===== src/rtl/rgbc_pkg.sv =====
// ----------------------------------------------------------------------------
// rgbc_pkg
// Shared constants, kernel table and types of the 3x3 RGB emboss filter.
// ----------------------------------------------------------------------------
package rgbc_pkg;

  localparam int DEF_MAX_WIDTH  = 2048;
  localparam int DEF_PIXEL_BITS = 8;

  // result field widths
  localparam int SUM_W = 12;
  localparam int ROW_W = 12;
  localparam int COL_W = 11;

  // configuration register widths and limits
  localparam int CFG_W_BITS   = 12;
  localparam int CFG_H_BITS   = 13;
  localparam int MIN_DIM      = 3;
  localparam int HEIGHT_LIMIT = 4096;
  localparam int WIDTH_RST    = 640;
  localparam int HEIGHT_RST   = 480;

  localparam int APB_DATA_W = 32;
  localparam int APB_ADDR_W = 3;

  // emboss kernel, row 0 weights the row above the center
  localparam int KERNEL [3][3] = '{'{-2, -1, 0}, '{-1, 1, 1}, '{0, 1, 2}};

  typedef enum logic {
    REG_WIDTH  = 1'b0,
    REG_HEIGHT = 1'b1
  } reg_idx_t;

  // per-pixel bookkeeping that travels with the window
  typedef struct packed {
    logic             fire;
    logic             eof;
    logic [ROW_W-1:0] row;
    logic [COL_W-1:0] col;
  } tag_t;

endpackage


===== src/rtl/rgbc_cfg_regs.sv =====
// ----------------------------------------------------------------------------
// rgbc_cfg_regs
// APB register file for image width and height, with range clamping.
// ----------------------------------------------------------------------------
module rgbc_cfg_regs #(
  parameter int MAX_WIDTH = rgbc_pkg::DEF_MAX_WIDTH
) (
  input  logic                                clk,
  input  logic                                rst_n,
  input  logic                                psel,
  input  logic                                penable,
  input  logic                                pwrite,
  input  logic [rgbc_pkg::APB_ADDR_W-1:0]     paddr,
  input  logic [rgbc_pkg::APB_DATA_W-1:0]     pwdata,
  output logic [rgbc_pkg::APB_DATA_W-1:0]     prdata,
  output logic                                pready,
  output logic [$clog2(MAX_WIDTH):0]          eff_width,
  output logic [rgbc_pkg::CFG_H_BITS-1:0]     eff_height
);
  localparam int WB    = rgbc_pkg::CFG_W_BITS;
  localparam int HB    = rgbc_pkg::CFG_H_BITS;
  localparam int DW    = rgbc_pkg::APB_DATA_W;
  localparam int EW    = $clog2(MAX_WIDTH) + 1;
  localparam int CMP_W = (EW > WB) ? EW : WB;

  logic [WB-1:0]     width_r;
  logic [HB-1:0]     height_r;
  logic              wr_en;
  logic [CMP_W-1:0]  w_ext;
  rgbc_pkg::reg_idx_t reg_sel;

  assign pready  = 1'b1;
  assign wr_en   = psel && penable && pwrite;
  assign reg_sel = rgbc_pkg::reg_idx_t'(paddr[2]);

  always_ff @(posedge clk) begin
    if (!rst_n) begin
      width_r  <= WB'(rgbc_pkg::WIDTH_RST);
      height_r <= HB'(rgbc_pkg::HEIGHT_RST);
    end else if (wr_en) begin
      case (reg_sel)
        rgbc_pkg::REG_WIDTH:  width_r  <= pwdata[WB-1:0];
        rgbc_pkg::REG_HEIGHT: height_r <= pwdata[HB-1:0];
        default: ;
      endcase
    end
  end

  always_comb begin
    case (reg_sel)
      rgbc_pkg::REG_WIDTH:  prdata = DW'(width_r);
      rgbc_pkg::REG_HEIGHT: prdata = DW'(height_r);
      default:              prdata = '0;
    endcase
  end

  // clamp to the supported frame size
  assign w_ext = CMP_W'(width_r);

  always_comb begin
    if (w_ext < CMP_W'(rgbc_pkg::MIN_DIM)) begin
      eff_width = EW'(rgbc_pkg::MIN_DIM);
    end else if (w_ext > CMP_W'(MAX_WIDTH)) begin
      eff_width = EW'(MAX_WIDTH);
    end else begin
      eff_width = EW'(w_ext);
    end
    if (height_r < HB'(rgbc_pkg::MIN_DIM)) begin
      eff_height = HB'(rgbc_pkg::MIN_DIM);
    end else if (height_r > HB'(rgbc_pkg::HEIGHT_LIMIT)) begin
      eff_height = HB'(rgbc_pkg::HEIGHT_LIMIT);
    end else begin
      eff_height = height_r;
    end
  end

endmodule


===== config.mk =====
export PLATFORM = sky130hd
export DESIGN_NAME = rgbc_cfg_regs
export DESIGN_NICKNAME = d
export VERILOG_FILES = /design/src/rtl/rgbc_pkg.sv /design/src/rtl/rgbc_cfg_regs.sv
export SDC_FILE = /design/constraint.sdc
export NUM_CORES = 1
export LEC_CHECK = 0
export BUFFER_PORTS_ARGS = -buffer_cell sky130_fd_sc_hd__buf_2
export CORE_MARGIN = 2
export CORE_UTILIZATION = 26
export DETAILED_ROUTE_END_ITERATION = 7
export GPL_ROUTABILITY_DRIVEN = 1
export MAX_ROUTING_LAYER = met4
export SYNTH_ARGS = -nofsm -noshare
export SYNTH_HDL_FRONTEND = slang
export SYNTH_SLANG_ARGS = --single-unit

===== constraint.sdc =====
create_clock -name clk -period 2.55 [get_ports clk]
set_input_delay 0.765 -clock clk [delete_from_list [all_inputs] [get_ports clk]]
set_output_delay 0.765 -clock clk [all_outputs]
set_load 0.01 [all_outputs]

Yosys cells after proc, flatten, opt, wreduce, memory -nomap -nowiden
Cells that the tools add are included.

word-level totals
  bits in registers = 25
  output and inout port bits = 58
  logic and storage cells = 16

operators by class
  bitwise logic cells = 1
  $lt $le $gt $ge = 4
  reductions and logical operators = 4
  multiplexer cells = 5

operator list
  kind                    number
  $pmux W32 S2            1
  $mux W13                2
  $mux W12                2
  $gt A13 B13 Y1 const B  1
  $lt A13 B2 Y1 const B   1
  $gt A12 B12 Y1 const B  1
  $lt A12 B2 Y1 const B   1
  $reduce_and A2 Y1       2
  $logic_and A1 B1 Y1     2
  $not A1 Y1              1

Depth between registers and ports, before layout
Gate-level depths: netlist of the first run.

  depth in word-level cells = 3
  depth in mapped cells = 4
  gate-level depth less buffers = 2

Worst setup path before layout of the first run
No wires, ideal clock.

  path type = input port to output port
  start point = input port paddr[2] (netlist bit)
  end point = output port prdata[0] (netlist bit)
  cell stages on the path = 3
  arrival = 1.488 ns
  path slack = 0.297 ns
  data required time = 1.785 ns
  cell sequence = buf_2 > buf_2 > mux2_2

on the way
  word-level cells in the longest chain between the ends = 2

ends and longest elaborated chain
  element               line                 text
  start, declared       rgbc_cfg_regs.sv:13  input logic [rgbc_pkg::APB_ADDR_W-1:0] paddr,
  $not A1 Y1 (no line)  --
  $pmux W32 S2 (*)      rgbc_cfg_regs.sv:50  case (reg_sel)
  end, declared         rgbc_cfg_regs.sv:15  output logic [rgbc_pkg::APB_DATA_W-1:0] prdata,

Mark *: on every way between the ends. The rest lies on a longest branch, timed or not. The select of a mux whose other input is x is not followed.

Worst setup path in the final report of the first run
  start point = register width_r[5] (netlist: w_ext[5])
  end point = output port eff_width[1]

on the way
  word-level cells in the longest chain between the ends = 3
  elaborated cells between the ends (all ways) = 4

ends and longest elaborated chain
  element                 line                 text
  start, declared         rgbc_cfg_regs.sv:26  logic [WB-1:0] width_r;
  start signal, assigned  rgbc_cfg_regs.sv:38  width_r <= WB'(rgbc_pkg::WIDTH_RST);
  start signal, assigned  rgbc_cfg_regs.sv:42  rgbc_pkg::REG_WIDTH: width_r <= pwdata[WB-1:0];
  $gt A12 B12 Y1          rgbc_cfg_regs.sv:63  end else if (w_ext > CMP_W'(MAX_WIDTH)) begin
  $mux W12                rgbc_cfg_regs.sv:63
  $mux W12 (*)            rgbc_cfg_regs.sv:61  if (w_ext < CMP_W'(rgbc_pkg::MIN_DIM)) begin
  end, declared           rgbc_cfg_regs.sv:17  output logic [$clog2(MAX_WIDTH):0] eff_width,

Mark *: on every way between the ends. The rest lies on a longest branch, timed or not.

==> flow_summary.json, run 1 <==
{
  "routed_wl_um": 3730,
  "crit_path_end_kind": "primary output",
  "slew_violations": 0,
  "finalInstanceArea_mm2": 0.00187,
  "ys_seq_elements": 25,
  "crit_path_start_kind": "register",
  "hold_violations": 0,
  "r2r-start": "height_r[12]",
  "fp.coreArea_mm2": 0.00582,
  "grt.total_usage_pct": 11.9,
  "min_period_ns": 2.45,
  "synth-edff-count": 0,
  "grt_remaining_overflow": 0,
  "netlist.area_leader.share_pct": 32.5,
  "avgSynthCellArea_um2": 8.81,
  "die_h_um": 81,
  "hp-class": "reg2reg",
  "p_leak_nw": 0.901,
  "path_max_fanout": 4,
  "hpwl_um": 2930,
  "antenna_cells": 0,
  "cts_tree": "done",
  "reg2reg_to": "height_r[12]",
  "cts-root-buf": "clkbuf_8",
  "grt_start_max_net_pins": 31,
  "grt_pass1_vias": 1129,
  "finalCritPeriodShare_pct": 96.2,
  "rrSetupSlack_ns": 1.61,
  "fin_tns_setup_ns": 0,
  "pre_cts_slack_ns": 0.135,
  "cts_buffers": 3,
  "whs_path_depth": 2,
  "irDropWorstVdd_uv": 138,
  "maxCapViolations": 0,
  "grt_antenna_before_repair": 0,
  "fp.dieW_um": 81,
  "yosys_warnings": 0,
  "final-setup-viol-count": 0,
  "ys_async_sr_fraction_pct": 0,
  "cts.hold.buffers_added": 0,
  "crit_required_ns": 1.79,
  "status": "complete, no violations",
  "drt_first_iter_violations": 30,
  "fillers": 644,
  "seq_area_um2": 500,
  "final_util_pct": 32.1,
  "cts_sinks": 25,
  "power_density_mw_per_mm2": 409,
  "worst_pin_slew_ns": 0.546,
  "worstSetupPathType": "reg2out",
  "hold_end": "height_r[0]",
  "clock.fmax_mhz": 408,
  "skew_ns": 0,
  "layoutNonFillerInstCount": 299,
  "io-pin-count": 98,
  "nets": 265,
  "initial_utilization_pct": 26.5,
  "drc": 0,
  "synthCells": 175,
  "place_inst": 295,
  "cp.arrival_ns": 1.69,
  "cts.reportedPaths.clkPinSlew_ns": 0.09,
  "grt_pass1_wl_um": 5770,
  "setup_slack_ns": 0.0978,
  "synth.most_common_cell": "nand2_1",
  "clk_latency_ns": 0.26,
  "synthTopCellsByCount": "31 x nand2_1, 30 x nor2b_1, 25 x dfxtp_1, 25 x mux2i_1, 20 x buf_4",
  "gp_congestion": 0.769,
  "synthFlopType": "dfxtp_1",
  "post_dp_cell_area_mm2": 0.00181,
  "num_rows": 28,
  "synth_area_mm2": 0.00154,
  "htree_levels": 1,
  "ff2ff_path_depth": 2,
  "wl_per_cell_um": 12.5,
  "grt_setup_unrepaired": "false",
  "via_per_inst": 4.24,
  "drive_gt1_share_pct": 35.3,
  "clockBufferDepth": 2,
  "die-area_mm2": 0.00656,
  "syn_to_final_growth_pct": 21.0,
  "port_buffers": 56,
  "first_pass_iters": 4,
  "yosysSeqAreaShare_pct": 32.5,
  "drtAntennaViolNets": 0,
  "relSlewSlack_pct": 63.6,
  "yosysTopAreaCell": "dfxtp_1",
  "multi_input_area_um2": 923,
  "synth_cell_type_count": 19,
  "synth_area_leaders": "dfxtp_1 32%, mux2i_1 16%, nor2b_1 12%, buf_4 9.7%, mux2_2 8.8%",
  "num_vias": 1268,
  "min-delay-start": "height_r[0]"
}
[cell usage in the layout, fill, tap and decap left out, types with 3 or more instances in the layout]
master / n
nand2_1: 31
nor2b_1: 30
buf_4: 3
buf_2: 56
clkbuf_8: 3
mux2i_1: 25
mux2_2: 12
nand2b_1: 4
conb_1: 20
dfxtp_1: 25
[final cells by class]
class	instances	share of cell area, %
Clock buffer	4	2.41
Multi-Input combinational cell	136	49.5
Tap cell	75	5.03
Sequential cell	25	26.8
Timing Repair Buffer	59	16.2
[cell families after synthesis]
group           share of synthesized area [%]
compound gates                           2.27
buf+inv                                  13.0
flops                                    32.5
mux                                      25.0
other cells                             0.487
simple gates                             26.8
[layer usage]
metal  vias to the layer above  routed length [µm]  global-route usage [%]
met4                         0                  24                    4.07
met5                         -                   0                       -
met3                         2                 210                    2.11
li1                        638                   -                       -
met2                        41                1770                    18.8
met1                       587                1720                    15.4
[registers in the layout, summed over array words and instances (netlist names)]
register and count:
height_r 13, w_ext 12
[metrics by stage]
stage / power [W] / hold slack (ns)
3_3_place_gp: 0.000539 / 0.456
3_5_place_dp: 0.000541 / 0.473
2_1_floorplan: 0.000517 / 0.445
6_report: 0.000763 / 0.481
4_1_cts: 0.000774 / 0.484
5_1_grt: 0.000802 / 0.511
[worst max-delay path by stage]
stage	startpoint	end	depth (start not counted)
after floorplan	paddr[2]	prdata[0]	3
after global placement	paddr[2]	prdata[9]	3
after detailed placement	paddr[2]	prdata[9]	3
after CTS	w_ext[5]	eff_width[0]	3
after global routing	height_r[4]	eff_height[1]	3
final	w_ext[5]	eff_width[1]	3
[repair_timing]
item                       CTS  global route
setup endpoints to repair    1             1
gates cloned                 0             0
resized for setup            1             1
buffers inserted             0             0
[where the power goes]
part           internal [W]  switching [W]  leakage, nW
logic             0.0000524      0.0000695        0.675
registers          0.000399     0.00000993        0.203
clock network      0.000112       0.000121       0.0228
total              0.000563       0.000200        0.901
[critical path: stages, from the launching register on]
cell	delay (ns)
dfxtp_1	0.34
or4_4	0.56
o41ai_2	0.34
buf_2	0.19
Note: power is estimated with default switching activity, not from simulation.
==> inputs of run 2 (changes only) <==
==> constraint.sdc (replaced) <==
create_clock -name clk -period 2.55 [get_ports clk]
set_input_delay 0.1275 -clock clk [delete_from_list [all_inputs] [get_ports clk]]
set_output_delay 0.1275 -clock clk [all_outputs]
set_load 0.01 [all_outputs]
==> flow_summary.json, run 2 (synthesis gave the netlist of run 1 again) <==
{
  "status": "complete, no violations",
  "top_register": "height_r",
  "total_power_w": 0.000761,
  "nets": 263,
  "io-pin-count": 98,
  "grt.total_usage_pct": 11.9,
  "relSlewSlack_pct": 56.1,
  "setup_slack_ns": 0.681,
  "cts_sinks": 25,
  "num_rows": 28,
  "min-delay-start": "pwdata[12]",
  "syn_to_final_growth_pct": 19.2,
  "final-setup-viol-count": 0,
  "via_per_inst": 4.25,
  "finalCritPeriodShare_pct": 73.3,
  "cts-root-buf": "clkbuf_8",
  "cts.reportedPaths.clkPinSlew_ns": 0.09,
  "most-common-layout-cells": "56 x buf_2, 31 x nand2_1, 30 x nor2b_1, 25 x mux2i_1, 25 x dfxtp_1",
  "drtAntennaViolNets": 0,
  "worstSetupPathType": "reg2out",
  "final_common_cell": "buf_2",
  "ctsResizeCount": 0,
  "grt_pass1_wl_um": 5760,
  "power_density_mw_per_mm2": 414,
  "drc": 0,
  "grt_antenna_before_repair": 0,
  "clk_latency_ns": 0.27,
  "post_dp_cell_area_mm2": 0.00179,
  "slew_violations": 0,
  "reg2reg_to": "height_r[12]",
  "rrSetupSlack_ns": 1.61,
  "worst_pin_slew_ns": 0.658,
  "p_leak_nw": 0.882,
  "path_max_fanout": 4,
  "finalInstanceArea_mm2": 0.00184,
  "postCtsSetupBuffers": 0,
  "routed_wl_um": 3720,
  "skew_ns": 0,
  "die-area_mm2": 0.00656,
  "hp-class": "in2reg",
  "crit_required_ns": 2.42,
  "maxCapViolations": 0,
  "cts_tree": "done",
  "hold_violations": 0,
  "die_h_um": 81,
  "gp_congestion": 0.749,
  "num_vias": 1262,
  "r2r-start": "height_r[12]",
  "hold_end": "height_r[12]",
  "pre_cts_slack_ns": 0.915,
  "initial_utilization_pct": 26.5,
  "grt_setup_unrepaired": "false",
  "cts.hold.buffers_added": 0,
  "crit_path_end_kind": "primary output",
  "clock.fmax_mhz": 535,
  "wl_per_cell_um": 12.5,
  "fp.coreArea_mm2": 0.00582,
  "crit_path_start_kind": "register",
  "port_buffers": 56,
  "whs_path_depth": 3,
  "grt_pass1_vias": 1107,
  "clockBufferDepth": 2,
  "drt_first_iter_violations": 83,
  "fp.dieW_um": 81,
  "hpwl_um": 2840,
  "holdWs_ns": 0.0997,
  "grt_start_max_net_pins": 43,
  "grt_remaining_overflow": 0,
  "irDropWorstVdd_uv": 194,
  "htree_levels": 1,
  "cts_buffers": 3,
  "drive_gt1_share_pct": 34.2,
  "largest_reg_flops": 13,
  "antenna_cells": 0,
  "ff2ff_path_depth": 2,
  "cp.arrival_ns": 1.74,
  "fin_tns_setup_ns": 0,
  "min_period_ns": 1.87,
  "first_pass_iters": 4
}
## run 2: area by class of cell
type,instances,area [µm²]
repair buffers,57,288
clock buffers,3,41.3
fillers,641,3980
multi-input cells,136,908
flip-flops and latches,25,500
clock inverters,1,5.00
well taps,75,93.8
## run 2: through the flow
stage          utilization [%]  std cells
2_1_floorplan                -        193
3_3_place_gp              30.8        293
3_5_place_dp              30.8        293
4_1_cts                   31.6        297
5_1_grt                   31.6        297
6_report                  31.6        297
## run 2: critical path, cell delays in order, from the launching register on
cell and delay [ns]:
dfxtp_1 0.33, or4_4 0.54, o41ai_1 0.40, buf_2 0.20
## run 2: how the worst max path moves through the flow
stage | start | end | slack, ns | cells past startpoint
global route | w_ext[5] | eff_width[1] | 0.56 | 3
detailed placement | w_ext[5] | eff_width[1] | 0.92 | 3
floorplan | w_ext[5] | eff_width[0] | 1.08 | 2
finish | w_ext[5] | eff_width[1] | 0.68 | 3
CTS | w_ext[5] | eff_width[1] | 0.61 | 3
global placement | w_ext[5] | eff_width[1] | 0.95 | 3
## run 2: power by group
part,internal (W),switching [W]
combinational,0.0000507,0.0000687
clock,0.000109,0.000124
sequential,0.000399,0.00000969
## run 2: routing by layer
metal	GRT usage (%)	share of wire, %	vias up
met5	-	0	-
met4	3.05	0.67	0
met3	1.89	5.6	4
met2	18.3	47	43
met1	16.2	47	581
li1	-	-	634
