`config.mk`:
```
export PLATFORM = sky130hd
export DESIGN_NAME = rgbc_win_sum_flat
export DESIGN_NICKNAME = d
export VERILOG_FILES = /design/src/rtl/rgbc_pkg.sv /design/src/rtl/rgbc_if.sv /design/src/rtl/rgbc_win_sum.sv /design/src/flat_wrapper.sv
export SDC_FILE = /design/constraint.sdc
export NUM_CORES = 1
export LEC_CHECK = 0
export ABC_CLOCK_PERIOD_IN_PS = 4100
export BUFFER_PORTS_ARGS = -buffer_cell sky130_fd_sc_hd__buf_4
export CORE_MARGIN = 4
export CORE_UTILIZATION = 53
export DETAILED_ROUTE_END_ITERATION = 10
export GPL_TIMING_DRIVEN = 0
export PLACE_DENSITY = 0.88
export SLEW_MARGIN = 30
export SYNTH_ARGS = -nofsm -noshare
export SYNTH_HDL_FRONTEND = slang
export SYNTH_SLANG_ARGS = --single-unit
```
`constraint.sdc`:
```
create_clock -name clk -period 4.1 [get_ports clk]
set_clock_uncertainty 0.1 [all_clocks]
set_input_delay 0.82 -clock clk [delete_from_list [all_inputs] [get_ports clk]]
set_output_delay 0.82 -clock clk [all_outputs]
set_load 0.05 [all_outputs]
```
`src/rtl/rgbc_pkg.sv`:
```
// ----------------------------------------------------------------------------
// rgbc_pkg
// Shared constants, kernel table and types of the 3x3 RGB emboss filter.
// ----------------------------------------------------------------------------
package rgbc_pkg;

  localparam int DEF_MAX_WIDTH  = 2048;
  localparam int DEF_PIXEL_BITS = 8;

  // result field widths
  localparam int SUM_W = 12;
  localparam int ROW_W = 12;
  localparam int COL_W = 11;

  // configuration register widths and limits
  localparam int CFG_W_BITS   = 12;
  localparam int CFG_H_BITS   = 13;
  localparam int MIN_DIM      = 3;
  localparam int HEIGHT_LIMIT = 4096;
  localparam int WIDTH_RST    = 640;
  localparam int HEIGHT_RST   = 480;

  localparam int APB_DATA_W = 32;
  localparam int APB_ADDR_W = 3;

  // emboss kernel, row 0 weights the row above the center
  localparam int KERNEL [3][3] = '{'{-2, -1, 0}, '{-1, 1, 1}, '{0, 1, 2}};

  typedef enum logic {
    REG_WIDTH  = 1'b0,
    REG_HEIGHT = 1'b1
  } reg_idx_t;

  // per-pixel bookkeeping that travels with the window
  typedef struct packed {
    logic             fire;
    logic             eof;
    logic [ROW_W-1:0] row;
    logic [COL_W-1:0] col;
  } tag_t;

endpackage

```
`src/rtl/rgbc_if.sv`:
```


interface rgbc_res_if ();
  logic                               valid;
  logic                               ready;
  logic signed [rgbc_pkg::SUM_W-1:0] red_sum;
  logic signed [rgbc_pkg::SUM_W-1:0] green_sum;
  logic signed [rgbc_pkg::SUM_W-1:0] blue_sum;
  logic        [rgbc_pkg::ROW_W-1:0] centre_row;
  logic        [rgbc_pkg::COL_W-1:0] centre_col;
  logic                               end_of_frame;

  modport source (output valid, red_sum, green_sum, blue_sum, centre_row, centre_col,
                  end_of_frame, input ready);
  modport sink   (input valid, red_sum, green_sum, blue_sum, centre_row, centre_col,
                  end_of_frame, output ready);
endinterface

```
`src/rtl/rgbc_win_sum.sv`:
```
// ----------------------------------------------------------------------------
// rgbc_win_sum
// 3x3 window registers, emboss sums per channel and the result register.
// ----------------------------------------------------------------------------
module rgbc_win_sum #(
  parameter int PIXEL_BITS = rgbc_pkg::DEF_PIXEL_BITS
) (
  input  logic                     clk,
  input  logic                     rst_n,
  input  logic                     shift_en,
  input  logic [3*PIXEL_BITS-1:0]  up_i,
  input  logic [3*PIXEL_BITS-1:0]  lo_i,
  input  logic [3*PIXEL_BITS-1:0]  px_i,
  input  rgbc_pkg::tag_t           tag_i,
  output logic                     s2_free,
  rgbc_res_if.source               out_res
);
  localparam int P     = PIXEL_BITS;
  localparam int DW    = 3 * P;
  localparam int SW    = rgbc_pkg::SUM_W;
  localparam int ACC_W = (P + 4 > SW) ? P + 4 : SW;

  logic [DW-1:0]  win_r [3][3];
  rgbc_pkg::tag_t s2_tag_r;
  logic           s2_v_r;
  logic           out_v_r;
  logic           out_free;
  logic           out_load;
  logic [SW-1:0]  sum_c [3];
  logic [SW-1:0]  red_sum_r;
  logic [SW-1:0]  green_sum_r;
  logic [SW-1:0]  blue_sum_r;
  logic [rgbc_pkg::ROW_W-1:0] row_r;
  logic [rgbc_pkg::COL_W-1:0] col_r;
  logic           eof_r;

  assign out_free = !out_v_r || out_res.ready;
  assign s2_free  = !s2_v_r || !s2_tag_r.fire || out_free;
  assign out_load = s2_v_r && s2_tag_r.fire && out_free;

  // shift one column left, new column enters on the right
  always_ff @(posedge clk) begin
    if (shift_en) begin
      for (int dr = 0; dr < 3; dr++) begin
        win_r[dr][0] <= win_r[dr][1];
        win_r[dr][1] <= win_r[dr][2];
      end
      win_r[0][2] <= up_i;
      win_r[1][2] <= lo_i;
      win_r[2][2] <= px_i;
      s2_tag_r    <= tag_i;
    end
  end

  always_ff @(posedge clk) begin
    if (!rst_n) begin
      s2_v_r <= 1'b0;
    end else if (shift_en) begin
      s2_v_r <= 1'b1;
    end else if (s2_free) begin
      s2_v_r <= 1'b0;
    end
  end

  always_comb begin
    logic signed [ACC_W-1:0] acc;
    logic        [P-1:0]     pix;
    for (int k = 0; k < 3; k++) begin
      acc = '0;
      for (int dr = 0; dr < 3; dr++) begin
        for (int dc = 0; dc < 3; dc++) begin
          pix = win_r[dr][dc][k*P +: P];
          acc = acc + ACC_W'(rgbc_pkg::KERNEL[dr][dc]) * signed'(ACC_W'(pix));
        end
      end
      sum_c[k] = acc[SW-1:0];
    end
  end

  always_ff @(posedge clk) begin
    if (out_load) begin
      red_sum_r   <= sum_c[0];
      green_sum_r <= sum_c[1];
      blue_sum_r  <= sum_c[2];
      row_r       <= s2_tag_r.row;
      col_r       <= s2_tag_r.col;
      eof_r       <= s2_tag_r.eof;
    end
  end

  always_ff @(posedge clk) begin
    if (!rst_n) begin
      out_v_r <= 1'b0;
    end else if (out_load) begin
      out_v_r <= 1'b1;
    end else if (out_res.ready) begin
      out_v_r <= 1'b0;
    end
  end

  assign out_res.valid        = out_v_r;
  assign out_res.red_sum      = signed'(red_sum_r);
  assign out_res.green_sum    = signed'(green_sum_r);
  assign out_res.blue_sum     = signed'(blue_sum_r);
  assign out_res.centre_row   = row_r;
  assign out_res.centre_col   = col_r;
  assign out_res.end_of_frame = eof_r;

  a_no_shift_on_pending: assert property (@(posedge clk) disable iff (!rst_n)
    s2_v_r && s2_tag_r.fire && out_v_r && !out_res.ready |-> !shift_en)
    else $error("window shifted while its result was still pending");

endmodule

```
`src/flat_wrapper.sv`:
```
// flat-port wrapper written by rule: the top's interface ports become plain ports
module rgbc_win_sum_flat 
#(
  parameter int PIXEL_BITS = rgbc_pkg::DEF_PIXEL_BITS
)
  (clk, rst_n, shift_en, up_i, lo_i, px_i, tag_i, s2_free, out_res_valid, out_res_red_sum, out_res_green_sum, out_res_blue_sum, out_res_centre_row, out_res_centre_col, out_res_end_of_frame, out_res_ready);
  rgbc_res_if out_res_i ();
  input  logic clk;
  input  logic rst_n;
  input  logic shift_en;
  input  logic [3*PIXEL_BITS-1:0] up_i;
  input  logic [3*PIXEL_BITS-1:0] lo_i;
  input  logic [3*PIXEL_BITS-1:0] px_i;
  input  rgbc_pkg::tag_t tag_i;
  output logic s2_free;
  output wire logic [$bits(out_res_i.valid)-1:0] out_res_valid;
  output wire logic [$bits(out_res_i.red_sum)-1:0] out_res_red_sum;
  output wire logic [$bits(out_res_i.green_sum)-1:0] out_res_green_sum;
  output wire logic [$bits(out_res_i.blue_sum)-1:0] out_res_blue_sum;
  output wire logic [$bits(out_res_i.centre_row)-1:0] out_res_centre_row;
  output wire logic [$bits(out_res_i.centre_col)-1:0] out_res_centre_col;
  output wire logic [$bits(out_res_i.end_of_frame)-1:0] out_res_end_of_frame;
  input wire logic [$bits(out_res_i.ready)-1:0] out_res_ready;
  assign out_res_valid = out_res_i.valid;
  assign out_res_red_sum = out_res_i.red_sum;
  assign out_res_green_sum = out_res_i.green_sum;
  assign out_res_blue_sum = out_res_i.blue_sum;
  assign out_res_centre_row = out_res_i.centre_row;
  assign out_res_centre_col = out_res_i.centre_col;
  assign out_res_end_of_frame = out_res_i.end_of_frame;
  assign out_res_i.ready = out_res_ready;
  rgbc_win_sum #(.PIXEL_BITS(PIXEL_BITS)) u_core (.clk(clk), .rst_n(rst_n), .shift_en(shift_en), .up_i(up_i), .lo_i(lo_i), .px_i(px_i), .tag_i(tag_i), .s2_free(s2_free), .out_res(out_res_i));
endmodule
```
Word-level counts from Yosys, hierarchy flattened
Memories as Yosys holds them, arrays and structs flattened.
Cells that the tools add are included.
W data, S select, Z words.
{"block": "word_totals", "reg_bits": 87, "latch_bits": 0, "mem_bits_rw": 216, "romBits": 0, "input_bits": 101, "output_inout_bits": 62, "elab_cells": 56, "memories": 1}
{"block": "op_classes", "addsub": 27, "mul": 0, "n_div": 0, "n_lt_le_gt_ge": 0, "n_eq_ne": 0, "shifts": 0, "muxes": 6, "bitwise": 0, "reduce_logical": 10}
{"memory": "u_core.win_r", "words": 3, "width": 72, "read_ports": 3, "rd_ports_with_merged_regs": 0, "wr": 3, "line": "rgbc_win_sum.sv:23", "text": "logic [DW-1:0] win_r [3][3];"}
{"cell": "$add A12 B9 Y12", "n": 9}
{"cell": "$add A12 B12 Y12", "n": 6}
{"cell": "$neg A8 Y12", "n": 6}
{"cell": "$add A12 B10 Y12", "n": 3}
{"cell": "$neg A8 Y11", "n": 3}
{"cell": "$mux W1", "n": 6}
{"cell": "$reduce_bool A2 Y1", "n": 2}
{"cell": "$logic_not A1 Y1", "n": 3}
{"cell": "$logic_or A1 B1 Y1", "n": 3}
{"cell": "$logic_and A1 B1 Y1", "n": 2}

Logic depth before layout (Yosys ltp)
Gate-level depths: netlist of run 1.
An unclocked memory read counts as a cell.
{"block": "logic_depth", "depth_word": 8, "depth_mapped": 18, "mapped_depth_nobuf": 18}

Least setup slack after synthesis of run 1
Ideal clock, no wire load.
{"block": "synth_path", "kind": "reg2reg", "startpoint": "memory u_core.win_r[0][64] in the netlist's numbering", "endpoint": "register u_core.blue_sum_r[10] (netlist: u_core.out_res.blue_sum[10]) (data pin)", "setup_time_ns": 0.262, "t_arrival_ns": 4.237, "required_time_ns": 3.738, "path_slack_ns": -0.499, "stages_incl_launch_ff": 17, "n_path_buf": 0, "synth_period_minus_slack_ns": 4.599, "path_cell_list": "edfxtp_1 -> inv_1 -> ha_1 -> xor2_1 -> fa_1 -> inv_1 -> fa_1 -> inv_1 -> fa_1 -> fa_1 -> inv_1 -> fa_1 -> a21oi_1 -> o21ai_0 -> a211oi_1 -> o21bai_1 -> xor2_1"}
{"item": "start: declaration", "line": "rgbc_win_sum.sv:23"}
{"item": "end signal: assignment", "line": "rgbc_win_sum.sv:84", "text": "blue_sum_r <= sum_c[2];"}
{"item": "end: declaration", "line": "rgbc_win_sum.sv:32", "text": "logic [SW-1:0] blue_sum_r;"}

==> summary.txt, run 1 <==
Status
  • Status: finished with violations
  • Failing checks: negative setup slack

Min path
  • Worst Hold End: u_core.win_r[0][37]
  • Hold Startpoint: u_core.win_r[0][13]
  • Hold depth: 0
  • Hold Path Class: reg2reg

Synthesis
  • Mapped cell area: 13400 sq um
  • YS warnings: 0
  • Distinct cell type count after synthesis: 32
  • Syn avg cell area: 15.6 sq um
  • Seq/Total Area, Yosys: 0.624
  • Seq cells post-synth: 279
  • Total nets after synthesis: 1132
  • Cells after Synth: 860

Clock network
  • # clock sinks: 279
  • Root Buffer: clkbuf_16
  • Clk_lat worst skew: 0.54 ns
  • Htree depth: 1
  • Post-cts hold buffer count: 0
  • Clk pin slew, worst setup/hold paths: 0.06 ns
  • Clk buf depth: 3
  • CTS tree: done
  • Total CTS buffers: 28

STA
  • F_max: 0.212 GHz
  • Final worst path period share: 1.15
  • Pins Over Slew Limit: 0
  • Final worst setup slack: -0.616 ns
  • Final Setup Violations: 22
  • Rel. slew slack: 0.581
  • Min Clock Period, post-route: 4.72 ns
  • Final Hold Fails: 0
  • RSZ-0062 raised after global routing: yes
  • Measured slew at the worst slew-check pin: 0.629 ns

Detailed routing
  • WL final: 26000 um
  • Via count: 7159
  • Routed wire per std cell: 17.9 um
  • Residual DRC count: 0
  • 1st-iter DRT viols: 413
  • Via density: 4.94
  • Antenna-violating nets left: 0
  • First-pass DRT Iterations: 7

Power
  • Total power: 14.2 mW
  • Maximum vdd drop: 0.786 mV
  • Leakage: 7.14 nW
  • PwrDens: 826 nW/um^2

Worst setup path
  • Flop2flop setup slack: -0.62 ns
  • Setup CP Type: reg2reg
  • CP required: 4.29 ns
  • Critical path peak fanout: 4
  • CP Launch Type: flop
  • Crit path max-delay cell type: fa_1
  • CP most frequent cell: inv_2
  • Worst r2r dst: u_core.out_res.red_sum[9]
  • Largest stage delay, worst path: 0.53 ns
  • Crit path DAT: 4.91 ns
  • Reg2reg start: u_core.win_r[0][48]
  • Worst R2R Path Depth: 18
  • Worst path cell trace: inv_2 -> ha_4 -> inv_2 -> or3_4 -> xnor2_2 -> fa_1 -> inv_2 -> fa_1 -> inv_1 -> fa_2 -> fa_1 -> inv_2 -> ha_4 -> nand3_2 -> o211ai_1 -> nor4_1 -> nor3_1 -> xor2_1
  • CP Capture Type: flop

Die
  • Site row count: 57
  • DIE HEIGHT: 167 um
  • CORE AREA: 24600 sq um
  • Starting density of the core: 0.544
  • I/O pin total: 163
  • Die ar.: 27900 sq um
  • DIE WIDTH: 167 um

GRT
  • Initial antenna violation count: 0
  • Grt ovf: 0
  • Largest net degree at the start of global routing: 82
  • Total global-route track usage: 0.178
  • Global-route wire length before repair: 39700 um
  • Vias in the first global route: 7718

Final layout
  • Fin area: 17200 sq um
  • Antenna cells: 0
  • Share of cells above drive strength 1: 0.343
  • Most frequent cells in the layout: edfxtp_1 (277), buf_4 (199), inv_1 (196), fa_1 (112), ha_1 (32)
  • Most common cell after layout, fill and taps aside: edfxtp_1
  • Final net count: 1377
  • Filler instances: 1535
  • Layout Area Growth over Synthesis: 28.3%
  • Final std cells w/o fill: 1450

Place
  • Hpwl dp: 17500 um
  • Final RePlAce weighted congestion: 0.787
  • Port-buffer cells: 162
  • Place WS: -0.698 ns
  • Placed Cells: 1351
  • Cell Area, Placed: 15500 sq um

Flow run
  • Max Cap Viol: 0
[layer usage]
layer | routed length (um) | global-route usage
met5 | 0 | 0
met2 | 14000 | 0.316
met1 | 10200 | 0.229
met4 | 483 | 0.0423
met3 | 1270 | 0.0322
[cell usage after synthesis]
master    count  area [sq um]
a211oi_1      4          30.0
a21boi_0      1          7.51
a21oi_1      14          70.1
a31oi_1       1          6.26
a41oi_1       1          8.76
and2_1        2          12.5
clkbuf_1      1          3.75
dfxtp_1       2          40.0
edfxtp_1    277          8320
fa_1        117          2340
ha_1         54           676
inv_1       226           848
mux2i_1       1          10.0
nand2_1      15          56.3
nand3_1      10          50.1
nand3b_1      1          7.51
nor2_1       26          97.6
nor2b_1       8          50.1
nor3_1        9          45.0
nor3_2        3          30.0
nor3b_1       2          15.0
nor4_1        9          56.3
o211ai_1      3          22.5
o21a_1        3          22.5
o21ai_0      12          60.1
o21bai_1      4          30.0
o31ai_1       1          7.51
or2_2         1          6.26
or3_1         1          6.26
or4_4         3          33.8
xnor2_1      23           201
xor2_1       25           219
[stage by stage]
stage                     utilization  hold slack (ns)  setup TNS (ns)
after floorplan                     -            0.300           -2.53
after global placement          0.624            0.301          -93.15
after detailed placement        0.630            0.305           -8.67
after CTS                       0.680            0.318           -6.51
after global routing            0.698            0.321          -10.93
final                           0.698            0.319           -8.19
[layout make-up]
class                           count  area (sq um)  area share
Sequential cell                   279          8360       0.487
Multi-Input combinational cell    354          4930       0.287
Timing Repair Buffer              216          1760       0.102
Inverter                          226           858      0.0500
Clock buffer                       32           716      0.0417
Tap cell                          324           405      0.0236
Clock inverter                     19           156     0.00910
[flip-flops by register name, indices dropped and copies added (netlist names)]
| register | flops |
|---|---|
| u_core.out_res.end_of_frame | 1 |
| u_core.win_r | 192 |
| u_core.out_res.valid | 1 |
| u_core.out_res.red_sum | 12 |
| u_core.s2_tag_r | 25 |
| u_core.out_res.blue_sum | 12 |
| u_core.out_res.centre_col | 11 |
| u_core.s2_v_r | 1 |
| u_core.out_res.centre_row | 12 |
| u_core.out_res.green_sum | 12 |
[worst max path at each step]
stage / from / endpoint / slack (ns) / cells after the start
floorplan: u_core.win_r[0][48] / u_core.out_res.red_sum[9] / -0.32 / 18
global placement: out_res_ready / u_core.out_res.centre_row[4] / -1.44 / 3
detailed placement: u_core.win_r[0][56] / u_core.out_res.green_sum[10] / -0.70 / 18
CTS: u_core.win_r[0][48] / u_core.out_res.red_sum[9] / -0.53 / 18
global route: u_core.win_r[0][48] / u_core.out_res.red_sum[9] / -0.73 / 15
finish: u_core.win_r[0][48] / u_core.out_res.red_sum[9] / -0.62 / 18
[what timing repair did]
action	CTS	global route
setup endpoints to repair	23	24
setup buffers	30	21
gates resized for setup	38	68
cloned	0	0
pin swaps	52	54
[cells by family (layout without fill, tap and decap cells)]
kind of cell,count (synthesis),in the layout,share of synthesized area
xor+xnor,48,48,0.0314
mux,1,1,0.000748
compound gates,44,44,0.0198
flops,279,279,0.624
simple gates,90,90,0.0349
fa+ha+maj,171,171,0.225
buf+inv,227,493,0.0636
[where the power goes]
part | total, mW | internal [mW] | switching [mW]
clock | 2.43 | 1.38 | 1.05
combinational | 7.83 | 3.73 | 4.10
sequential | 3.93 | 3.79 | 0.136
total | 14.2 | 8.90 | 5.29
[critical path, delay by kind of cell (launching register included)]
family,cells,cell delay [ns]
adder cells (fa/ha/maj),6,2.35
flip-flops,1,0.42
AO/OA/AOI/OAI,1,0.30
buffers and inverters,5,0.32
AND/OR/NAND/NOR,4,0.75
XOR/XNOR,2,0.25
Note: power is estimated with default switching activity, not from simulation.
==> run 2: changes to the inputs <==
- ABC_AREA: unset -> 1
- CORE_ASPECT_RATIO: unset -> 1.75
- PLACE_DENSITY: 0.88 -> 0.89
==> summary.txt, run 2 <==
STA
  • RSZ-0062 raised after global routing: yes
  • Rel. slew slack: 0.542 (-0.0386)
  • Min Clock Period, post-route: 4.50 ns (-0.218 ns)
  • Final Setup Violations: 24 (+9.1%)
  • Final Hold Fails: 0 (unchanged)
  • Hold slack: 0.308 ns (-0.0113 ns)
  • Final worst path period share: 1.10 (-0.0532)
  • Measured slew at the worst slew-check pin: 0.685 ns (+0.0563 ns)
  • Pins Over Slew Limit: 0 (unchanged)
  • Final worst setup slack: -0.398 ns (+0.218 ns)
  • F_max: 0.222 GHz (+4.9%)

Place
  • Final RePlAce weighted congestion: 0.885 (+12%)
  • Hpwl dp: 19600 um (+12%)
  • Cell Area, Placed: 15700 sq um (+1.2%)
  • Port-buffer cells: 162 (unchanged)

Worst setup path
  • Crit path from: u_core.win_r[0][56]
  • CP required: 4.30 ns (about the same)
  • Worst R2R Path Depth: 24 (+6)
  • Crit path max-delay cell type: fa_1
  • Setup CP Type: reg2reg
  • CP Launch Type: flop
  • CP most frequent cell: inv_2
  • Largest stage delay, worst path: 0.54 ns (about the same)
  • Critical path peak fanout: 4 (unchanged)
  • Worst path cell trace: inv_2 -> ha_4 -> inv_2 -> nor2_4 -> nand2_4 -> xnor2_2 -> fa_1 -> inv_1 -> fa_1 -> inv_2 -> fa_2 -> fa_1 -> inv_2 -> ha_4 -> nand2_4 -> inv_2 -> nand2_2 -> nand2_2 -> nand2_1 -> nand2_1 -> nor2_2 -> inv_1 -> nand2_1 -> nand2_1
  • Reg2reg start: u_core.win_r[0][56]
  • CP Capture Type: flop
  • Crit path DAT: 4.69 ns (-0.22 ns)

Die
  • DIE WIDTH: 130 um (-22%)
  • CORE AREA: 25400 sq um (+3.4%)
  • Die ar.: 28600 sq um (+2.6%)
  • DIE HEIGHT: 221 um (+32%)
  • Site row count: 77 (+35%)
  • I/O pin total: 163 (unchanged)
  • Starting density of the core: 0.539 (-0.00511)

Detailed routing
  • Via count: 7812 (+9.1%)
  • 1st-iter DRT viols: 573 (+39%)
  • WL final: 28300 um (+8.7%)
  • Routed wire per std cell: 18.3 um (+2.0%)
  • Via density: 5.06 (+2.4%)
  • First-pass DRT Iterations: 5 (-2)
  • Antenna-violating nets left: 0 (unchanged)
  • Residual DRC count: 0 (unchanged)

Clock network
  • CTS tree: done
  • Htree depth: 1 (unchanged)
  • Clk buf depth: 3 (unchanged)
  • Root Buffer: clkbuf_16
  • Clk pin slew, worst setup/hold paths: 0.07 ns (about the same)
  • Total CTS buffers: 26 (-7.1%)
  • Clk_lat worst skew: 0.54 ns (about the same)
  • # clock sinks: 279 (unchanged)

Synthesis
  • Yosys top cell area share: 0.607 (-0.0146)
  • Post-synth EDFFs: 277 (unchanged)
  • Area leader, netlist: edfxtp_1
  • Synth cell count leaders: edfxtp_1 (277), inv_1 (265), fa_1 (117)
  • Seq/Total Area, Yosys: 0.610 (-0.0146)
  • Post-synth ARST share: 0 (unchanged)
  • YS warnings: 0 (unchanged)
  • Syn avg cell area: 14.2 sq um (-8.6%)
  • Cells after Synth: 964 (+12%)
  • Distinct cell type count after synthesis: 28 (-13%)
  • Largest cells by area after synthesis: edfxtp_1 (61%), fa_1 (17%), inv_1 (7.3%)
  • Prevailing post-synth register cell: edfxtp_1
  • Top-count cell post-synth: edfxtp_1
  • Seq cells post-synth: 279 (unchanged)
  • Total nets after synthesis: 1236 (+9.2%)
  • Mapped cell area: 13700 sq um (+2.4%)

Final layout
  • Top Registers: u_core.win_r (192), u_core.s2_tag_r (25)
  • Fin area: 17600 sq um (+2.2%)
  • Antenna cells: 0 (unchanged)
  • Final net count: 1482 (+7.6%)
  • Top reg by flops: u_core.win_r
  • Layout Area Growth over Synthesis: 28.0%
  • Most frequent cells in the layout: edfxtp_1 (277), inv_1 (222), buf_4 (198), fa_1 (112), nand2_1 (68)
  • Share of cells above drive strength 1: 0.354 (+0.0111)
  • Filler instances: 1605 (+4.6%)
  • Most common cell after layout, fill and taps aside: edfxtp_1
  • Max reg flops: 192 (unchanged)

Power
  • Maximum vdd drop: 0.504 mV (-36%)
  • Leakage: 7.60 nW (+6.4%)
  • PwrDens: 847 nW/um^2 (+2.5%)

Min path
  • Hold Startpoint: u_core.win_r[0][23]
  • Hold depth: 0 (unchanged)
  • Hold Path Class: reg2reg

GRT
  • Initial antenna violation count: 0 (unchanged)
  • Vias in the first global route: 8545 (+11%)
  • Total global-route track usage: 0.196 (+0.0189)
  • Global-route wire length before repair: 43100 um (+8.6%)
  • Grt ovf: 0 (unchanged)
  • Largest net degree at the start of global routing: 86 (+4.9%)

Status
  • Failing checks: negative setup slack
  • Status: finished with violations

Flow run
  • Max Cap Viol: 0 (unchanged)
run 2: routing by layer:
layer	track usage	routed length (um)
met1	0.209	9180
met2	0.370	16000
met3	0.0285	1520
met4	0.0992	1590
met5	0	0
run 2: logic make-up after synthesis:
| group | share of synthesized area |
|---|---|
| fa+ha+maj | 0.220 |
| xor+xnor | 0.0217 |
| compound gates | 0.0140 |
| buf+inv | 0.0736 |
| flops | 0.610 |
| simple gates | 0.0610 |
run 2: timing repair:
item | in CTS | in global routing
endpoints found under the hold margin | 0 | 0
hold buffers | 0 | 0
endpoints found under the setup margin | 26 | 25
pin swaps | 67 | 68
gates resized for setup | 87 | 72
setup buffers | 33 | 20
run 2: path summary, 6_finish.rpt:
check | end | slack [ns]
worst max-delay path | u_core.out_res.green_sum[11] | -0.40
worst min-delay path | u_core.win_r[0][47] | 0.31
worst min register to register | u_core.win_r[0][47] | 0.31
worst max register to register | u_core.out_res.green_sum[11] | -0.40
run 2: report_power, final:
group	switching, mW	total (mW)	internal (mW)
registers	0.150	3.94	3.79
logic	4.73	8.59	3.86
clock network	1.03	2.34	1.31
run 2: layout make-up:
cell class | count | area, sq um | share of cell area
sequential | 279 | 8360 | 0.476
clock buffer | 31 | 679 | 0.0387
timing repair buffer | 218 | 1780 | 0.101
multi-input combinational | 416 | 5190 | 0.296
tap | 316 | 395 | 0.0225
clock inverter | 16 | 141 | 0.00805
inverter | 269 | 1010 | 0.0575
run 2: through the flow:
stage | util | cells | setup slack, ns | setup TNS (ns) | power, mW
final | 0.690 | 1545 | -0.398 | -5.73 | 14.9
after global routing | 0.690 | 1545 | -0.560 | -8.93 | 15.8
after CTS | 0.674 | 1526 | -0.307 | -3.12 | 13.4
after detailed placement | 0.617 | 1446 | -0.603 | -7.73 | 9.89
after global placement | 0.612 | 1442 | -1.31 | -84.29 | 9.54
after floorplan | - | 964 | -0.103 | -0.391 | 8.47
run 2: worst max-delay path, delay by kind of cell, from the launching register on:
kind | cells | cell delay (ns)
adder cells (fa/ha/maj) | 6 | 2.38
AND/OR/NAND/NOR | 10 | 0.79
buffers and inverters | 7 | 0.42
flip-flops | 1 | 0.41
XOR/XNOR | 1 | 0.14
==> run 3: changes to the inputs <==
- TNS_END_PERCENT: unset -> 50
==> summary.txt, run 3 (same netlist as run 2, synthesis figures left out) <==
Min path
  • Hold Startpoint: u_core.s2_tag_r[2]
  • Hold depth: 0 (unchanged)
  • Hold Path Class: reg2reg
  • Worst Hold End: u_core.out_res.centre_col[2]

GRT
  • Vias in the first global route: 8504 (-0.48%)
  • Global-route wire length before repair: 42400 um (-1.5%)
  • Largest net degree at the start of global routing: 94 (+9.3%)
  • Initial antenna violation count: 0 (unchanged)
  • Grt ovf: 0 (unchanged)
  • Total global-route track usage: 0.192 (-0.00446)

STA
  • Rel. slew slack: 0.563 (+0.0213)
  • Final Hold Fails: 0 (unchanged)
  • Measured slew at the worst slew-check pin: 0.654 ns (-0.0318 ns)
  • Min Clock Period, post-route: 4.72 ns (+0.227 ns)
  • Pins Over Slew Limit: 0 (unchanged)
  • Final Setup Violations: 24 (unchanged)
  • F_max: 0.212 GHz (-4.8%)
  • RSZ-0062 raised after global routing: yes
  • Final worst path period share: 1.15 (+0.0554)
  • Final worst setup slack: -0.625 ns (-0.227 ns)

Clock network
  • CTS tree: done
  • Total CTS buffers: 25 (-3.8%)
  • Post-cts hold buffer count: 0 (unchanged)
  • Root Buffer: clkbuf_16
  • Clk pin slew, worst setup/hold paths: 0.07 ns (about the same)
  • # clock sinks: 279 (unchanged)
  • Clk_lat worst skew: 0.53 ns (about the same)
  • Htree depth: 1 (unchanged)
  • Clk buf depth: 3 (unchanged)

Power
  • Combinational share of power: 0.579 (about the same)
  • Sw frac: 0.405 (+0.00731)
  • PwrDens: 831 nW/um^2 (-1.9%)
  • Switching power total: 5.87 mW (-0.60%)
  • Seq pwr share: 0.271 (+0.006)
  • Maximum vdd drop: 0.666 mV (+32%)
  • Clock Power Share: 0.151 (-0.006)
  • Leakage: 7.56 nW (-0.44%)
  • Total internal power: 8.64 mW (-3.6%)

Worst setup path
  • CP required: 4.32 ns (+0.02 ns)
  • Flop2flop setup slack: -0.62 ns (-0.23 ns)
  • CP Capture Type: flop
  • Largest stage delay, worst path: 0.58 ns (+0.04 ns)
  • Crit path DAT: 4.95 ns (+0.26 ns)
  • Setup CP Type: reg2reg
  • Delay-heaviest family, CP: adder cells
  • Worst r2r dst: u_core.out_res.red_sum[7]
  • CP Launch Type: flop
  • Worst path cell trace: buf_4 -> nor2_4 -> buf_4 -> inv_2 -> nor2_4 -> xor2_2 -> fa_1 -> inv_2 -> fa_1 -> inv_2 -> fa_2 -> fa_1 -> inv_2 -> ha_4 -> buf_6 -> nand3_4 -> nand3_4 -> a21oi_2 -> xor2_1
  • Crit path max-delay cell type: fa_2
  • Reg2reg start: u_core.win_r[0][48]
  • Worst R2R Path Depth: 19 (-21%)
  • CP most frequent cell: inv_2
  • CP Depth: 19 (-21%)
  • Worst Path Buf+Inv: 7 (unchanged)
  • Critical path peak fanout: 4 (unchanged)

Detailed routing
  • 1st-iter DRT viols: 686 (+20%)
  • Via count: 7883 (+0.91%)
  • First-pass DRT Iterations: 5 (unchanged)
  • Routed wire per std cell: 18.4 um (+0.68%)
  • Residual DRC count: 0 (unchanged)
  • Antenna-violating nets left: 0 (unchanged)
  • WL final: 28400 um (+0.55%)
  • Via density: 5.11 (+1.0%)

Die
  • I/O pin total: 163 (unchanged)
  • CORE AREA: 25400 sq um (unchanged)
  • DIE WIDTH: 130 um (unchanged)
  • Starting density of the core: 0.539 (unchanged)
  • Die ar.: 28600 sq um (unchanged)
  • DIE HEIGHT: 221 um (unchanged)
  • Site row count: 77 (unchanged)

Final layout
  • Max reg flops: 192 (unchanged)
  • Filler instances: 1587 (-1.1%)
  • Final net count: 1483 (+0.067%)
  • Fin area: 17500 sq um (-0.54%)
  • Share of cells above drive strength 1: 0.346 (-0.00757)
  • Layout Area Growth over Synthesis: 27.3%
  • Final std cells w/o fill: 1543 (-0.13%)
  • Top Registers: u_core.win_r (192), u_core.s2_tag_r (25)
  • Top reg by flops: u_core.win_r
  • Most frequent cells in the layout: edfxtp_1 (277), inv_1 (230), buf_4 (205), fa_1 (106), nand2_1 (72)
  • Most common cell after layout, fill and taps aside: edfxtp_1
  • Antenna cells: 0 (unchanged)

Place
  • Port-buffer cells: 162 (unchanged)
  • Placed Cells: 1447 (+0.069%)
  • Hpwl dp: 18900 um (-3.6%)
  • Cell Area, Placed: 15700 sq um (-0.11%)
  • Final RePlAce weighted congestion: 0.880 (-0.53%)

Status
  • Status: finished with violations
  • Failing checks: negative setup slack

Flow run
  • Max Cap Viol: 0 (unchanged)
run 3: cell types whose count changed in the layout (fill, tap and decap cells not counted), sizes merged:
cell | before | now
clkinv | 13 | 9
buf | 218 | 220
inv | 269 | 271
bufinv | 2 | 1
clkbuf | 31 | 30
run 3: cell type report:
| class | count | area [sq um] | area share |
|---|---|---|---|
| Inverter | 269 | 1010 | 0.0581 |
| Tap cell | 316 | 395 | 0.0226 |
| Sequential cell | 279 | 8360 | 0.479 |
| Clock inverter | 13 | 95.1 | 0.00545 |
| Multi-Input combinational cell | 416 | 5170 | 0.296 |
| Clock buffer | 30 | 644 | 0.0369 |
| Timing Repair Buffer | 220 | 1780 | 0.102 |
run 3: worst max path at each step:
stage / start / end / slack [ns]
after floorplan: u_core.win_r[0][56] / u_core.out_res.green_sum[11] / -0.10
after global placement: out_res_ready / u_core.out_res.blue_sum[2] / -1.22
after detailed placement: u_core.win_r[0][56] / u_core.out_res.green_sum[11] / -0.59
after CTS: u_core.win_r[0][57] / u_core.out_res.green_sum[11] / -0.35
after global routing: u_core.win_r[0][48] / u_core.out_res.red_sum[7] / -0.72
final: u_core.win_r[0][48] / u_core.out_res.red_sum[7] / -0.62
run 3: power by group through the flow:
| stage | combinational [mW] | clock [mW] | sequential [mW] |
|---|---|---|---|
| 6_report | 8.39 | 2.19 | 3.93 |
| 4_1_cts | 7.08 | 2.23 | 3.92 |
| 3_3_place_gp | 5.46 | 0 | 3.96 |
| 2_1_floorplan | 3.96 | 0 | 4.42 |
| 3_5_place_dp | 5.81 | 0 | 3.97 |
| 5_1_grt | 9.08 | 2.37 | 3.95 |
run 3: routing by layer:
| metal | vias to the layer above | GRT usage | part of all wire |
|---|---|---|---|
| li1 | 3560 | - | - |
| met1 | 3903 | 0.211 | 0.33 |
| met2 | 318 | 0.364 | 0.55 |
| met3 | 102 | 0.0254 | 0.061 |
| met4 | 0 | 0.0825 | 0.056 |
| met5 | - | 0 | 0 |
run 3: timing repair:
item	CTS	global route
pin swaps	69	48
buffers inserted	32	21
gates resized for setup	100	52
endpoints found under the setup margin	26	26
run 3: stage by stage:
step | util | worst slack [ns] | hold WS, ns | total power, mW | setup TNS (ns)
after global routing | 0.686 | -0.716 | 0.323 | 15.4 | -11.19
after detailed placement | 0.616 | -0.592 | 0.305 | 9.79 | -7.63
final | 0.686 | -0.625 | 0.309 | 14.5 | -7.69
after global placement | 0.611 | -1.22 | 0.301 | 9.42 | -79.53
after floorplan | - | -0.103 | 0.300 | 8.37 | -0.674
after CTS | 0.671 | -0.350 | 0.315 | 13.2 | -4.16
